### src/sv/sfr_pkg.sv
// ---------------------------------------------------------------------------
// sfr_pkg
// Shared types, event codes and constants of the framed receiver core.
// ---------------------------------------------------------------------------
`default_nettype none

package sfr_pkg;

    localparam int SFR_BUFFER_BYTES_DEF = 1024;
    localparam int SFR_HEADER_BYTES     = 8;

    localparam int SFR_BYTE_W  = 8;
    localparam int SFR_CMD_W   = 16;
    localparam int SFR_LEN_W   = 32;
    localparam int SFR_IDX_W   = 10;
    localparam int SFR_EV_W    = 3;
    localparam int SFR_CFG_IDX_W  = 2;
    localparam int SFR_CFG_DATA_W = 16;

    // result event codes
    localparam logic [SFR_EV_W-1:0] EV_IGNORED = 3'd0;
    localparam logic [SFR_EV_W-1:0] EV_HEADER  = 3'd1;
    localparam logic [SFR_EV_W-1:0] EV_ACCEPT  = 3'd2;
    localparam logic [SFR_EV_W-1:0] EV_REJECT  = 3'd3;
    localparam logic [SFR_EV_W-1:0] EV_PAYLOAD = 3'd4;
    localparam logic [SFR_EV_W-1:0] EV_GOOD    = 3'd5;
    localparam logic [SFR_EV_W-1:0] EV_BAD     = 3'd6;
    localparam logic [SFR_EV_W-1:0] EV_DROP    = 3'd7;

    // configuration register indexes
    localparam logic [SFR_CFG_IDX_W-1:0] CFG_FIRST_MARK  = 2'd0;
    localparam logic [SFR_CFG_IDX_W-1:0] CFG_SECOND_MARK = 2'd1;
    localparam logic [SFR_CFG_IDX_W-1:0] CFG_MAX_COMMAND = 2'd2;

    localparam logic [SFR_BYTE_W-1:0] FIRST_MARK_RST  = 8'h55;
    localparam logic [SFR_BYTE_W-1:0] SECOND_MARK_RST = 8'hAA;
    localparam logic [SFR_CMD_W-1:0]  MAX_COMMAND_RST = 16'hFFFF;

    typedef struct packed {
        logic [SFR_BYTE_W-1:0] first_mark;
        logic [SFR_BYTE_W-1:0] second_mark;
        logic [SFR_CMD_W-1:0]  max_command;
    } cfg_t;

    typedef struct packed {
        logic [SFR_EV_W-1:0]   event_res;
        logic [SFR_BYTE_W-1:0] data_byte;
        logic [SFR_IDX_W-1:0]  payload_index;
        logic [SFR_CMD_W-1:0]  command;
        logic [SFR_IDX_W-1:0]  length;
    } result_t;

endpackage

`default_nettype wire

### src/sv/sfr_cfg_regs.sv
// ---------------------------------------------------------------------------
// sfr_cfg_regs
// Configuration registers: start marks and command limit, written by index.
// ---------------------------------------------------------------------------
`default_nettype none

module sfr_cfg_regs
    import sfr_pkg::*;
(
    input  wire logic                      aclk,
    input  wire logic                      aresetn,
    input  wire logic                      cfg_valid,
    output logic                           cfg_ready,
    input  wire logic [SFR_CFG_IDX_W-1:0]  cfg_index,
    input  wire logic [SFR_CFG_DATA_W-1:0] cfg_data,
    output cfg_t                           cfg
);

    cfg_t cfg_reg;
    cfg_t cfg_next;

    assign cfg_ready = 1'b1;
    assign cfg       = cfg_reg;

    always_comb begin
        cfg_next = cfg_reg;
        if (cfg_valid) begin
            unique case (cfg_index)
                CFG_FIRST_MARK:  cfg_next.first_mark  = cfg_data[SFR_BYTE_W-1:0];
                CFG_SECOND_MARK: cfg_next.second_mark = cfg_data[SFR_BYTE_W-1:0];
                CFG_MAX_COMMAND: cfg_next.max_command = cfg_data[SFR_CMD_W-1:0];
                default: ;
            endcase
        end
    end

    always_ff @(posedge aclk) begin
        if (!aresetn) begin
            cfg_reg.first_mark  <= FIRST_MARK_RST;
            cfg_reg.second_mark <= SECOND_MARK_RST;
            cfg_reg.max_command <= MAX_COMMAND_RST;
        end else begin
            cfg_reg <= cfg_next;
        end
    end

endmodule

`default_nettype wire

### src/sv/sfr_frame_step.sv
// ---------------------------------------------------------------------------
// sfr_frame_step
// Frame state (byte count, running sum, header fields) and the per-byte
// decision logic that produces one result for each received byte.
// ---------------------------------------------------------------------------
`default_nettype none

module sfr_frame_step
    import sfr_pkg::*;
#(
    parameter int BUFFER_BYTES = SFR_BUFFER_BYTES_DEF
)(
    input  wire logic                  aclk,
    input  wire logic                  aresetn,
    input  wire logic                  step_en,
    input  wire logic [SFR_BYTE_W-1:0] rx_byte,
    input  cfg_t                       cfg,
    output result_t                    res
);

    localparam int CW = $clog2(BUFFER_BYTES + 1);

    logic [CW-1:0]         count_reg,  count_next;
    logic [SFR_BYTE_W-1:0] sum_reg,    sum_next;
    logic [SFR_CMD_W-1:0]  cmd_reg,    cmd_next;
    logic [SFR_LEN_W-1:0]  len_reg,    len_next;

    logic [CW-1:0]         cnt_inc;
    logic [CW:0]           end_mark;
    logic [CW+9:0]         pos_ext;
    logic                  show_hdr;

    assign cnt_inc  = count_reg + CW'(1);
    // incremented count value at which the checksum byte arrives
    assign end_mark = (CW+1)'(len_reg[CW-1:0]) + (CW+1)'(SFR_HEADER_BYTES + 1);
    assign pos_ext  = (CW+10)'(count_reg) - (CW+10)'(SFR_HEADER_BYTES);

    always_comb begin
        count_next        = count_reg;
        sum_next          = sum_reg;
        cmd_next          = cmd_reg;
        len_next          = len_reg;
        show_hdr          = 1'b0;
        res.event_res     = EV_IGNORED;
        res.data_byte     = rx_byte;
        res.payload_index = '0;

        if (count_reg == '0) begin
            if (rx_byte == cfg.first_mark) begin
                sum_next      = cfg.first_mark;
                count_next    = CW'(1);
                res.event_res = EV_HEADER;
            end
        end else if (count_reg == CW'(1)) begin
            // a wrong byte here keeps waiting for the second mark
            if (rx_byte == cfg.second_mark) begin
                sum_next      = sum_reg + cfg.second_mark;
                count_next    = CW'(2);
                res.event_res = EV_HEADER;
            end
        end else if (count_reg < CW'(SFR_HEADER_BYTES)) begin
            if (count_reg < CW'(4)) begin
                cmd_next = {cmd_reg[SFR_CMD_W-SFR_BYTE_W-1:0], rx_byte};
            end else begin
                len_next = {len_reg[SFR_LEN_W-SFR_BYTE_W-1:0], rx_byte};
            end
            sum_next      = sum_reg + rx_byte;
            count_next    = cnt_inc;
            res.event_res = EV_HEADER;
            if (cnt_inc == CW'(SFR_HEADER_BYTES)) begin
                show_hdr = 1'b1;
                if (len_next < SFR_LEN_W'(BUFFER_BYTES) && cmd_next <= cfg.max_command) begin
                    res.event_res = EV_ACCEPT;
                end else begin
                    res.event_res = EV_REJECT;
                    count_next    = '0;
                    sum_next      = '0;
                end
            end
        end else if (count_reg < CW'(BUFFER_BYTES)) begin
            show_hdr   = 1'b1;
            count_next = cnt_inc;
            if ({1'b0, cnt_inc} >= end_mark) begin
                res.event_res = (sum_reg == rx_byte) ? EV_GOOD : EV_BAD;
                count_next    = '0;
                sum_next      = '0;
            end else begin
                sum_next          = sum_reg + rx_byte;
                res.event_res     = EV_PAYLOAD;
                res.payload_index = pos_ext[SFR_IDX_W-1:0];
            end
        end else begin
            show_hdr      = 1'b1;
            res.event_res = EV_DROP;
            count_next    = '0;
            sum_next      = '0;
        end

        res.command = show_hdr ? cmd_next : '0;
        res.length  = show_hdr ? len_next[SFR_IDX_W-1:0] : '0;
    end

    always_ff @(posedge aclk) begin
        if (!aresetn) begin
            count_reg <= '0;
            sum_reg   <= '0;
            cmd_reg   <= '0;
            len_reg   <= '0;
        end else if (step_en) begin
            count_reg <= count_next;
            sum_reg   <= sum_next;
            cmd_reg   <= cmd_next;
            len_reg   <= len_next;
        end
    end

endmodule

`default_nettype wire

### src/sv/sync_frame_receiver_checksum_core.sv
// ---------------------------------------------------------------------------
// sync_frame_receiver_checksum_core
// Start-mark framed receiver with 8-bit additive checksum, one byte a cycle unless m_ stalls.
// ---------------------------------------------------------------------------
// Usage:
//   s_ channel carries one received serial byte per transfer. Each byte gives
//   exactly one result transfer on the m_ channel: an event code on m_tuser
//   and the byte, payload index, command and length on m_tdata.
//   cfg channel writes first_mark (0), second_mark (1), max_command (2); it is
//   always ready and should be written only while no byte is in flight.
// Path: an accepted byte is registered in the input register, then decoded
//   into the output register once that is free or being taken, and offered
//   on m_ from the output register.
// Throughput: one byte per cycle while m_ is not stalled; the byte decode
//   is a few compares and an 8-bit add between the input and output registers.
// Reset: frame state returns to hunting for the first mark, the marks and
//   command limit return to 0x55, 0xAA and 0xFFFF, both stages empty.
// Stall: while m_tready is low the result holds; the input register still
//   takes a byte if it is empty, then s_tready drops until the result is taken.
// ---------------------------------------------------------------------------
`default_nettype none

module sync_frame_receiver_checksum_core
    import sfr_pkg::*;
#(
    parameter int BUFFER_BYTES = SFR_BUFFER_BYTES_DEF
)(
    input  wire logic                      aclk,
    input  wire logic                      aresetn,
    // input byte stream
    input  wire logic                      s_tvalid,
    output logic                           s_tready,
    input  wire logic [7:0]                s_tdata,   // [7:0] rx_byte
    // result stream
    output logic                           m_tvalid,
    input  wire logic                      m_tready,
    output logic [47:0]                    m_tdata,   // [7:0] data_byte, [17:8] payload_index,
                                                      // [33:18] command, [43:34] length
    output logic [2:0]                     m_tuser,   // [2:0] event_res
    // configuration writes
    input  wire logic                      cfg_valid,
    output logic                           cfg_ready,
    input  wire logic [SFR_CFG_IDX_W-1:0]  cfg_index,
    input  wire logic [SFR_CFG_DATA_W-1:0] cfg_data
);

    cfg_t                  cfg;
    result_t               step_res;

    logic                  in_valid_reg;
    logic [SFR_BYTE_W-1:0] in_byte_reg;
    logic                  out_valid_reg;
    result_t               out_res_reg;
    logic                  advance;

    // the registered byte moves on whenever the output slot is free or leaving
    assign advance  = in_valid_reg && (!out_valid_reg || m_tready);
    assign s_tready = !in_valid_reg || advance;

    sfr_cfg_regs u_cfg (
        .aclk      (aclk),
        .aresetn   (aresetn),
        .cfg_valid (cfg_valid),
        .cfg_ready (cfg_ready),
        .cfg_index (cfg_index),
        .cfg_data  (cfg_data),
        .cfg       (cfg)
    );

    sfr_frame_step #(
        .BUFFER_BYTES (BUFFER_BYTES)
    ) u_step (
        .aclk    (aclk),
        .aresetn (aresetn),
        .step_en (advance),
        .rx_byte (in_byte_reg),
        .cfg     (cfg),
        .res     (step_res)
    );

    always_ff @(posedge aclk) begin
        if (!aresetn) begin
            in_valid_reg  <= 1'b0;
            out_valid_reg <= 1'b0;
        end else begin
            if (s_tready) begin
                in_valid_reg <= s_tvalid;
            end
            if (advance) begin
                out_valid_reg <= 1'b1;
            end else if (m_tready) begin
                out_valid_reg <= 1'b0;
            end
        end
    end

    always_ff @(posedge aclk) begin
        if (s_tready && s_tvalid) begin
            in_byte_reg <= s_tdata;
        end
        if (advance) begin
            out_res_reg <= step_res;
        end
    end

    assign m_tvalid = out_valid_reg;
    assign m_tuser  = out_res_reg.event_res;
    assign m_tdata  = {4'b0000, out_res_reg.length, out_res_reg.command,
                       out_res_reg.payload_index, out_res_reg.data_byte};

    a_no_overwrite: assert property (@(posedge aclk) disable iff (!aresetn)
        (out_valid_reg && !m_tready) |-> !advance)
        else $error("result overwritten while stalled");

    a_in_captured: assert property (@(posedge aclk) disable iff (!aresetn)
        (s_tvalid && s_tready) |=> in_valid_reg)
        else $error("accepted byte not held in input register");

    a_index_only_payload: assert property (@(posedge aclk) disable iff (!aresetn)
        (out_valid_reg && out_res_reg.event_res != EV_PAYLOAD)
            |-> out_res_reg.payload_index == '0)
        else $error("payload index on non-payload event");

    a_hdr_hidden: assert property (@(posedge aclk) disable iff (!aresetn)
        (out_valid_reg && (out_res_reg.event_res == EV_IGNORED
                           || out_res_reg.event_res == EV_HEADER))
            |-> (out_res_reg.command == '0 && out_res_reg.length == '0))
        else $error("header fields shown before header complete");

endmodule

`default_nettype wire

### config.mk
export PLATFORM = sky130hd
export DESIGN_NAME = sync_frame_receiver_checksum_core
export DESIGN_NICKNAME = d
export VERILOG_FILES = /design/src/sv/sfr_pkg.sv /design/src/sv/sfr_cfg_regs.sv /design/src/sv/sfr_frame_step.sv /design/src/sv/sync_frame_receiver_checksum_core.sv
export SDC_FILE = /design/constraint.sdc
export NUM_CORES = 1
export LEC_CHECK = 0
export ABC_CLOCK_PERIOD_IN_PS = 6000
export BUFFER_PORTS_ARGS = -buffer_cell sky130_fd_sc_hd__buf_4
export CORE_ASPECT_RATIO = 1.2
export CORE_MARGIN = 2
export CORE_UTILIZATION = 59
export CTS_BUF_LIST = sky130_fd_sc_hd__clkbuf_4 sky130_fd_sc_hd__clkbuf_8 sky130_fd_sc_hd__clkbuf_16
export CTS_CLUSTER_SIZE = 10
export DETAILED_ROUTE_END_ITERATION = 8
export PLACE_DENSITY = 0.81
export SYNTH_ARGS = -nofsm -noshare
export SYNTH_HDL_FRONTEND = slang
export SYNTH_SLANG_ARGS = --single-unit
### constraint.sdc
create_clock -name aclk -period 6 [get_ports aclk]
set_input_delay 1.2 -clock aclk [delete_from_list [all_inputs] [get_ports aclk]]
set_output_delay 1.2 -clock aclk [all_outputs]
set_load 0.05 [all_outputs]
==> reports/metrics.csv, run 1 <==
metric,value,unit
status,finished clean,
max_slew_margin,13.95,%
ys_seq_area_share,44.93,%
largest_register_ffs,44,
clock.fmax,219.9,MHz
final_antenna_net_count,0,
finalCritPeriodShare,75.80,%
maxSlewViolCount,0,
drt-met1-wl,8.130,mm
grt_max_degree,48,
top_layer,met4,
grt_antenna_before_repair,0,
wl_per_cell,17.38,um
area_growth,14.51,%
reg2reg_setup_slack,1.45,ns
gr-total-overflow,0,
cp_max_fo,18,
cts_sinks,156,
start_util,59.93,%
critPathKind,reg -> reg,
vias_per_cell,5.988,
postCtsSetupRepairBufs,0,
hpwl,13.25,mm
die_h,133.0,um
route.detailed.drc,0,
clock_skew,0.01182,ns
synth_edf_count,55,
crit_path_start_kind,register,
hold_class,reg -> reg,
antenna_cells,0,
worst_pin_slew,1.291,ns
ys_async_sr_fraction,0,%
ys_ff_latch,156,
total_power,2370,uW
fp.dieArea,14820,um^2
synth_area_leaders,"dfxtp_1 25%, edfxtp_1 20%, ha_1 7.3%",
arrival,4.91,ns
core,13640,um^2
grt_usage,26.73,%
post_cts_resized,0,
syn_area,8177,um^2
cap_violations,0,
io_pins,85,
drtPass1Iterations,7,
setup_tns,0,ns
wl_met2,9.249,mm
die_w,111.5,um
row_count,47,
vdd_ir_drop_max,0.0001741,V
drt_iter0_markers,566,
io_buffers,79,
whs,0.4639,ns
cts_tree,yes,
rsz0062_at_grt,no,
min_period,4.548,ns
power_per_cell_area,253.1,nW/um^2
dr_total_vias,6701,
drive_gt1_share,14.56,%
cts_made_buffers,17,
grt_pass1_vias,6317,
synth_top_area_share,24.73,%
ys_warn_count,0,
routed_wl,19.45,mm
clockBufferDepth,2,
syn_avg_cell_area,9.271,um^2
globalplace.congestion,0.8706,
final-setup-viol-count,0,
finalHoldViolations,0,
synthCells,882,
wl_met3,1.369,mm
path_clk_slew,0.07,ns
cts-htree-levels,4,
cts-root-buf,clkbuf_16,
synth_top_cell_by_area,dfxtp_1,
synth_flop_cell,dfxtp_1,
fin_nets,1016,
leakage,0.003879,uW
ctsHoldBuffers,0,
ys_types,67,
clock_latency,0.43,ns
grt_pass1_wl,31.82,mm
cp-end-kind,register,
required,6.36,ns
[kinds of logic (layout without fill, tap and decap cells)]
family / Yosys count / after routing / synth area share (%)
xor+xnor: 44 / 44 / 4.713
mux: 40 / 40 / 4.897
flops: 156 / 156 / 44.93
other cells: 2 / 5 / 0.09185
buf+inv: 101 / 164 / 5.325
fa+ha+maj: 50 / 50 / 7.835
simple gates: 314 / 314 / 18.06
compound gates: 175 / 175 / 14.15
[layer usage]
metal	up-vias	global-route usage, %
met5	-	0
li1	3205	-
met3	63	5.314
met2	271	43.02
met4	0	11.45
met1	3162	35.30
[final cells by class]
class	count	area (um^2)
sequential	156	3674
tap	171	214.0
inverter	47	176.4
timing repair buffer	85	635.6
multi-input combinational	628	4094
clock inverter	12	103.9
fill	1067	4280
clock buffer	20	465.4
[synthesized netlist by cell type (all sizes together), types with 11 or more instances]
cell type and count:
a21o 13, a21oi 65, mux2i 40, o211ai 24
nand2b 11, edfxtp 55, buf 27, nor2 85
nor4 16, nor3 13, clkbuf 27, a211oi 19
nand4 11, dfxtp 101, nand3 23, xnor2 24
nand2 121, o21ai 21, inv 47, ha 48
xor2 20
[report_power, final]
part / internal [uW] / total [uW] / switching, uW
combinational: 61.8 / 191 / 129
sequential: 1120 / 1150 / 23.8
clock: 575 / 1030 / 458
total: 1760 / 2370 / 610
[worst max-delay path: stages (launching register included)]
cell and delay, ns:
dfxtp_1 0.41, inv_1 0.15, ha_1 0.21, or4b_4 0.52, nand3b_4 0.42, mux2i_1 0.38
inv_1 0.08, ha_1 0.30, nand4_1 0.15, nor4_1 0.49, nor3_1 0.09, o31ai_1 0.10
o2111ai_2 0.21, a31o_1 0.35, or3_1 0.41, a41oi_2 0.19
[final timing paths]
check	to	depth (start not counted)	startpoint
hold reg to reg	u_step.len_reg[26]	2	u_step.len_reg[26]
setup reg to reg	u_step.sum_reg[6]	15	u_step.count_reg[3]
setup / recovery	u_step.sum_reg[6]	15	u_step.count_reg[3]
hold / removal	u_step.len_reg[26]	2	u_step.len_reg[26]
[stage by stage]
step	setup WS [ns]	instances	area [um^2]	util (%)
6_report	1.452	1119	9363	68.63
2_1_floorplan	1.793	885	8188	-
5_1_grt	1.086	1119	9363	68.63
3_3_place_gp	1.711	1086	8788	64.42
3_5_place_dp	1.538	1086	8788	64.42
4_1_cts	1.498	1118	9358	68.59
[cell usage in the layout, fill, tap and decap left out, drive strengths merged, types with 3 or more instances in the layout]
cell type / instances
a31oi: 4
o211ai: 24
o21ai: 21
or4: 3
and4: 3
or3: 5
nand2: 121
a211oi: 19
buf: 84
or2: 4
clkbuf: 21
a21o: 13
xor2: 20
xnor2: 24
mux2i: 40
edfxtp: 55
dfxtp: 101
nor4: 16
inv: 53
nor2b: 6
and2: 3
nor2: 85
o21a: 6
o31ai: 3
nor3: 13
clkinv: 4
nand4: 11
ha: 48
nand2b: 11
conb: 5
a21oi: 65
nand3: 23
Note: power is estimated with default switching activity, not from simulation.
==> inputs of run 2 (changes only) <==
--- a/config.mk
+++ b/config.mk
@@ -5,7 +5,7 @@
 export SDC_FILE = /design/constraint.sdc
 export NUM_CORES = 1
 export LEC_CHECK = 0
-export ABC_CLOCK_PERIOD_IN_PS = 6000
+export ABC_CLOCK_PERIOD_IN_PS = 4500
 export BUFFER_PORTS_ARGS = -buffer_cell sky130_fd_sc_hd__buf_4
 export CORE_ASPECT_RATIO = 1.2
 export CORE_MARGIN = 2
==> constraint.sdc (replaced) <==
create_clock -name aclk -period 4.5 [get_ports aclk]
set_input_delay 0.9 -clock aclk [delete_from_list [all_inputs] [get_ports aclk]]
set_output_delay 0.9 -clock aclk [all_outputs]
set_load 0.05 [all_outputs]
==> reports/metrics.csv, run 2 (synthesis results as in run 1) <==
metric,value,unit,change
crit_path_start_kind,register,,
cts_tree,yes,,
io_buffers,79,,unchanged
route.detailed.drc,0,,unchanged
grt_antenna_before_repair,0,,unchanged
whs,0.4566,ns,-0.007257 ns
routed_wl,19.79,mm,+1.8%
io_pins,85,,unchanged
status,finished clean,,
cts-root-buf,clkbuf_16,,
die_h,133.0,um,unchanged
leakage,0.003922,uW,+1.1%
fin_nets,1022,,+0.59%
finalCritPeriodShare,94.51,%,+19 points
final_antenna_net_count,0,,unchanged
timing.rr.end,u_step.sum_reg[2],,
fp.dieArea,14820,um^2,unchanged
antenna_cells,0,,unchanged
min_period,4.253,ns,-0.2949 ns
maxSlewViolCount,0,,unchanged
cp_max_fo,17,,-1
drt_iter0_markers,479,,-15%
power_per_cell_area,339.1,nW/um^2,+34%
hold-path-cell-count,2,,unchanged
cp-end-kind,register,,
cts-htree-levels,4,,unchanged
grt_usage,26.95,%,+0.23 points
cts_sinks,156,,unchanged
setup_tns,0,ns,unchanged
post-place-cells,1091,,+0.46%
clockBufferDepth,2,,unchanged
area_growth,15.76,%,
finalHoldViolations,0,,unchanged
vdd_ir_drop_max,0.0002229,V,+28%
cap_violations,0,,unchanged
grt_pass1_wl,32.11,mm,+0.91%
required,4.81,ns,-1.55 ns
clock.fmax,235.1,MHz,+6.9%
hp-start,u_step.len_reg[30],,
r2r_start,u_step.count_reg[3],,
min_to,u_step.len_reg[30],,
gr-total-overflow,0,,unchanged
start_util,59.93,%,unchanged
path_clk_slew,0.06,ns,about the same
row_count,47,,unchanged
hpwl,13.85,mm,+4.5%
final_util,69.38,%,+0.75 points
drtPass1Iterations,5,,-2
hold_class,reg -> reg,,
critPathKind,reg -> reg,,
mostFrequentLayoutCell,nand2_1,,
die_w,111.5,um,unchanged
largest_register_ffs,44,,unchanged
clock_skew,0.007837,ns,-0.003985 ns
final-setup-viol-count,0,,unchanged
clock_latency,0.43,ns,about the same
reg2reg_setup_slack,0.25,ns,-1.21 ns
final_cells,1125,,+0.54%
r2r_cells,16,,+1
rsz0062_at_grt,no,,
arrival,4.56,ns,-0.35 ns
cts_made_buffers,17,,unchanged
grt_pass1_vias,6429,,+1.8%
wl_per_cell,17.59,um,+1.2%
final_cell_mix,"121 x nand2_1, 101 x dfxtp_1, 90 x buf_4",,
grt_max_degree,65,,+35%
worst_pin_slew,1.232,ns,-0.05899 ns
globalplace.congestion,0.8797,,+1.0%
max_slew_margin,17.88,%,+3.9 points
dr_total_vias,6773,,+1.1%
drive_gt1_share,15.62,%,+1.1 points
vias_per_cell,6.020,,+0.54%
core,13640,um^2,unchanged
run 2: changes by cell type in the layout (fill, tap and decap cells not counted), sizes merged:
cell | previous run | this run
inv | 53 | 50
bufinv | 0 | 2
buf | 84 | 91
clkbuf | 21 | 20
clkinvlp | 2 | 3
run 2: worst max-delay path: stages, from the launching register on:
cell,delay (ns)
dfxtp_1,0.31
inv_1,0.10
ha_1,0.21
or4b_4,0.52
nand3b_4,0.19
buf_12,0.18
mux2i_2,0.29
inv_1,0.09
ha_1,0.31
nand4_1,0.18
nor4_2,0.41
nor3_1,0.10
o31ai_1,0.10
o2111ai_2,0.22
a31o_1,0.34
o221a_1,0.27
a2111oi_2,0.30
run 2: power by group:
| group | switching [uW] | internal (uW) | total [uW] |
|---|---|---|---|
| clock | 584 | 840 | 1420 |
| combinational | 173 | 82.3 | 256 |
| sequential | 31.8 | 1500 | 1530 |
| total | 789 | 2420 | 3210 |
run 2: timing repair:
item                                    in CTS  in global routing
setup buffers                                0                  2
resized for setup                            0                  6
hold buffers                                 0                  0
endpoints found under the setup margin       0                  3
hold endpoints to repair                     0                  0
run 2: cell type report:
type                    count  area, um^2
clock inverters            12       138.9
repair buffers             91       695.7
fillers                  1050        4178
well taps                 171       214.0
clock buffers              20       447.9
flip-flops and latches    156        3674
multi-input cells         628        4119
inverters                  47       176.4
run 2: stage by stage:
stage / worst slack, ns / total power, uW / cell area [um^2]
detailed placement: 0.1875 / 1814 / 8826
global route: 0.04516 / 3296 / 9465
global placement: 0.3566 / 1808 / 8826
floorplan: 0.2934 / 1726 / 8188
finish: 0.2470 / 3209 / 9465
CTS: 0.03732 / 3215 / 9413
run 2: routing by layer:
| metal | routed length, um | vias to the layer above | global-route usage, % |
|---|---|---|---|
| li1 | - | 3213 | - |
| met4 | 561 | 0 | 10.70 |
| met2 | 9742 | 331 | 44.88 |
| met1 | 7950 | 3179 | 35.03 |
| met3 | 1534 | 50 | 4.810 |
| met5 | 0 | - | 0 |
run 2: worst max-delay path by stage:
stage / from / end / slack, ns
after CTS: u_step.count_reg[3] / u_step.sum_reg[2] / 0.04
after detailed placement: u_step.count_reg[3] / u_step.sum_reg[2] / 0.19
final: u_step.count_reg[3] / u_step.sum_reg[2] / 0.25
after global routing: u_step.count_reg[3] / u_step.sum_reg[2] / 0.05
after floorplan: u_step.count_reg[3] / u_step.sum_reg[6] / 0.29
after global placement: u_step.count_reg[3] / u_step.sum_reg[6] / 0.36
==> inputs of run 3 (changes only) <==
--- a/config.mk
+++ b/config.mk
@@ -8,7 +8,6 @@
 export ABC_CLOCK_PERIOD_IN_PS = 4500
 export BUFFER_PORTS_ARGS = -buffer_cell sky130_fd_sc_hd__buf_4
 export CORE_ASPECT_RATIO = 1.2
-export CORE_MARGIN = 2
 export CORE_UTILIZATION = 59
 export CTS_BUF_LIST = sky130_fd_sc_hd__clkbuf_4 sky130_fd_sc_hd__clkbuf_8 sky130_fd_sc_hd__clkbuf_16
 export CTS_CLUSTER_SIZE = 10
==> reports/metrics.csv, run 3 (synthesis results as in run 1) <==
metric,value,unit,change
path_cells,inv_1 -> ha_1 -> or4b_4 -> nand3b_4 -> buf_12 -> mux2i_2 -> inv_1 -> ha_1 -> nand4_1 -> nor4_4 -> nor3_1 -> o31ai_1 -> o2111ai_2 -> a31o_1 -> or3_1 -> a41oi_2,,
min_period,4.190,ns,-0.06281 ns
rsz0062_at_grt,no,,
grt_antenna_before_repair,0,,unchanged
clock_latency,0.44,ns,about the same
final_cell_mix,"121 x nand2_1, 101 x dfxtp_1, 97 x buf_4",,
path_clk_slew,0.06,ns,about the same
antenna_cells,0,,unchanged
finalHoldViolations,0,,unchanged
io_pins,85,,unchanged
drtPass1Iterations,5,,unchanged
maxSlewViolCount,0,,unchanged
gr-total-overflow,0,,unchanged
vias_per_cell,6.027,,+0.12%
path_buf_inv,3,,unchanged
crit_family,simple AND/OR/NAND/NOR gates,,
dr_total_vias,6805,,+0.47%
required,4.86,ns,+0.05 ns
cts_sinks,156,,unchanged
clockBufferDepth,2,,unchanged
power_per_cell_area,345.6,nW/um^2,+1.9%
hpwl,13.92,mm,+0.55%
drt_iter0_markers,432,,-9.8%
start_util,61.24,%,+1.3 points
leakage,0.004009,uW,+2.2%
cpMaxStageDelayCell,or4b_4,,
area_growth,16.94,%,
cts-htree-levels,4,,unchanged
grt_max_degree,48,,-26%
max_slew_margin,15.35,%,-2.5 points
routed_wl,20.15,mm,+1.8%
grt_pass1_vias,6519,,+1.4%
fin_nets,1029,,+0.68%
final-setup-viol-count,0,,unchanged
hold_class,reg -> reg,,
io_buffers,79,,unchanged
clock.fmax,238.7,MHz,+1.5%
largest_register_ffs,44,,unchanged
grt_pass1_wl,32.27,mm,+0.52%
globalplace.congestion,0.9029,,+2.6%
grt_usage,29.87,%,+2.9 points
drive_gt1_share,16.02,%,+0.41 points
slowest_delay,0.53,ns,about the same
die_h,131.0,um,-1.5%
cts_made_buffers,17,,unchanged
row_count,46,,-2.1%
cts_tree,yes,,
finalCritPeriodShare,93.12,%,-1.4 points
post-place-cells,1091,,unchanged
route.detailed.drc,0,,unchanged
final_antenna_net_count,0,,unchanged
mostFrequentLayoutCell,nand2_1,,
critPathKind,reg -> reg,,
die_w,109.5,um,-1.8%
worst_pin_slew,1.270,ns,+0.03801 ns
setup_tns,0,ns,unchanged
cts-root-buf,clkbuf_16,,
status,finished clean,,
final_cells,1129,,+0.36%
cp-end-kind,register,,
ctsHoldBuffers,0,,unchanged
wl_per_cell,17.84,um,+1.4%
clock_skew,0.008425,ns,+0.0005878 ns
crit_path_start_kind,register,,
arrival,4.55,ns,about the same
fp.dieArea,14340,um^2,-3.3%
cap_violations,0,,unchanged
cp_max_fo,16,,-1
vdd_ir_drop_max,0.0003556,V,+59%
core,13350,um^2,-2.1%
run 3: cell count changes in the layout (fill, tap and decap cells not counted), sizes merged:
cell / before / now
clkinvlp: 3 / 1
clkinv: 4 / 0
buf: 91 / 98
bufinv: 2 / 1
inv: 50 / 51
clkbuf: 20 / 26
run 3: metrics by stage:
stage | cell area [um^2] | hold slack, ns | utilization [%] | power, uW | setup WS, ns
global route | 9562 | 0.4774 | 71.61 | 3396 | 0.08970
CTS | 9482 | 0.4563 | 71.01 | 3306 | 0.1109
finish | 9562 | 0.4560 | 71.61 | 3305 | 0.3098
detailed placement | 8845 | 0.4476 | 66.24 | 1813 | 0.1243
global placement | 8845 | 0.4433 | 66.24 | 1808 | 0.3663
floorplan | 8188 | 0.4244 | - | 1726 | 0.2934
run 3: power breakdown:
group	switching, uW	total, uW	internal (uW)	leakage (uW)
Combinational	174	257	82.6	0.00238
Clock	581	1520	937	0.000317
Sequential	31.5	1530	1500	0.00131
run 3: worst min-delay path, cell delays in order, from the launching register on:
cell,delay (ns)
dfxtp_1,0.31
nand2_1,0.05
a21oi_1,0.05
run 3: final timing paths:
kind	startpoint	endpoint	slack, ns	cells after the start
worst min-delay path	u_step.len_reg[26]	u_step.len_reg[26]	0.46	2
worst max register to register	u_step.count_reg[3]	u_step.sum_reg[6]	0.31	16
worst max-delay path	u_step.count_reg[3]	u_step.sum_reg[6]	0.31	16
worst min register to register	u_step.len_reg[26]	u_step.len_reg[26]	0.46	2
run 3: repair_timing:
item / CTS / global route
setup endpoints to repair: 0 / 8
gates resized for setup: 0 / 4
setup buffers: 0 / 6
run 3: cell type report:
| class | count | area [um^2] |
|---|---|---|
| Multi-Input combinational cell | 628 | 4116 |
| Fill cell | 1021 | 3791 |
| Sequential cell | 156 | 3674 |
| Timing Repair Buffer | 98 | 748.2 |
| Clock buffer | 26 | 569.3 |
| Tap cell | 168 | 210.2 |
| Inverter | 47 | 176.4 |
| Clock inverter | 6 | 67.56 |
run 3: layer usage:
metal	up-vias	wire, um	track usage, %
met2	282	9858	49.28
met5	-	0	0
met4	0	574	14.35
li1	3225	-	-
met3	57	1296	6.300
met1	3241	8416	37.27
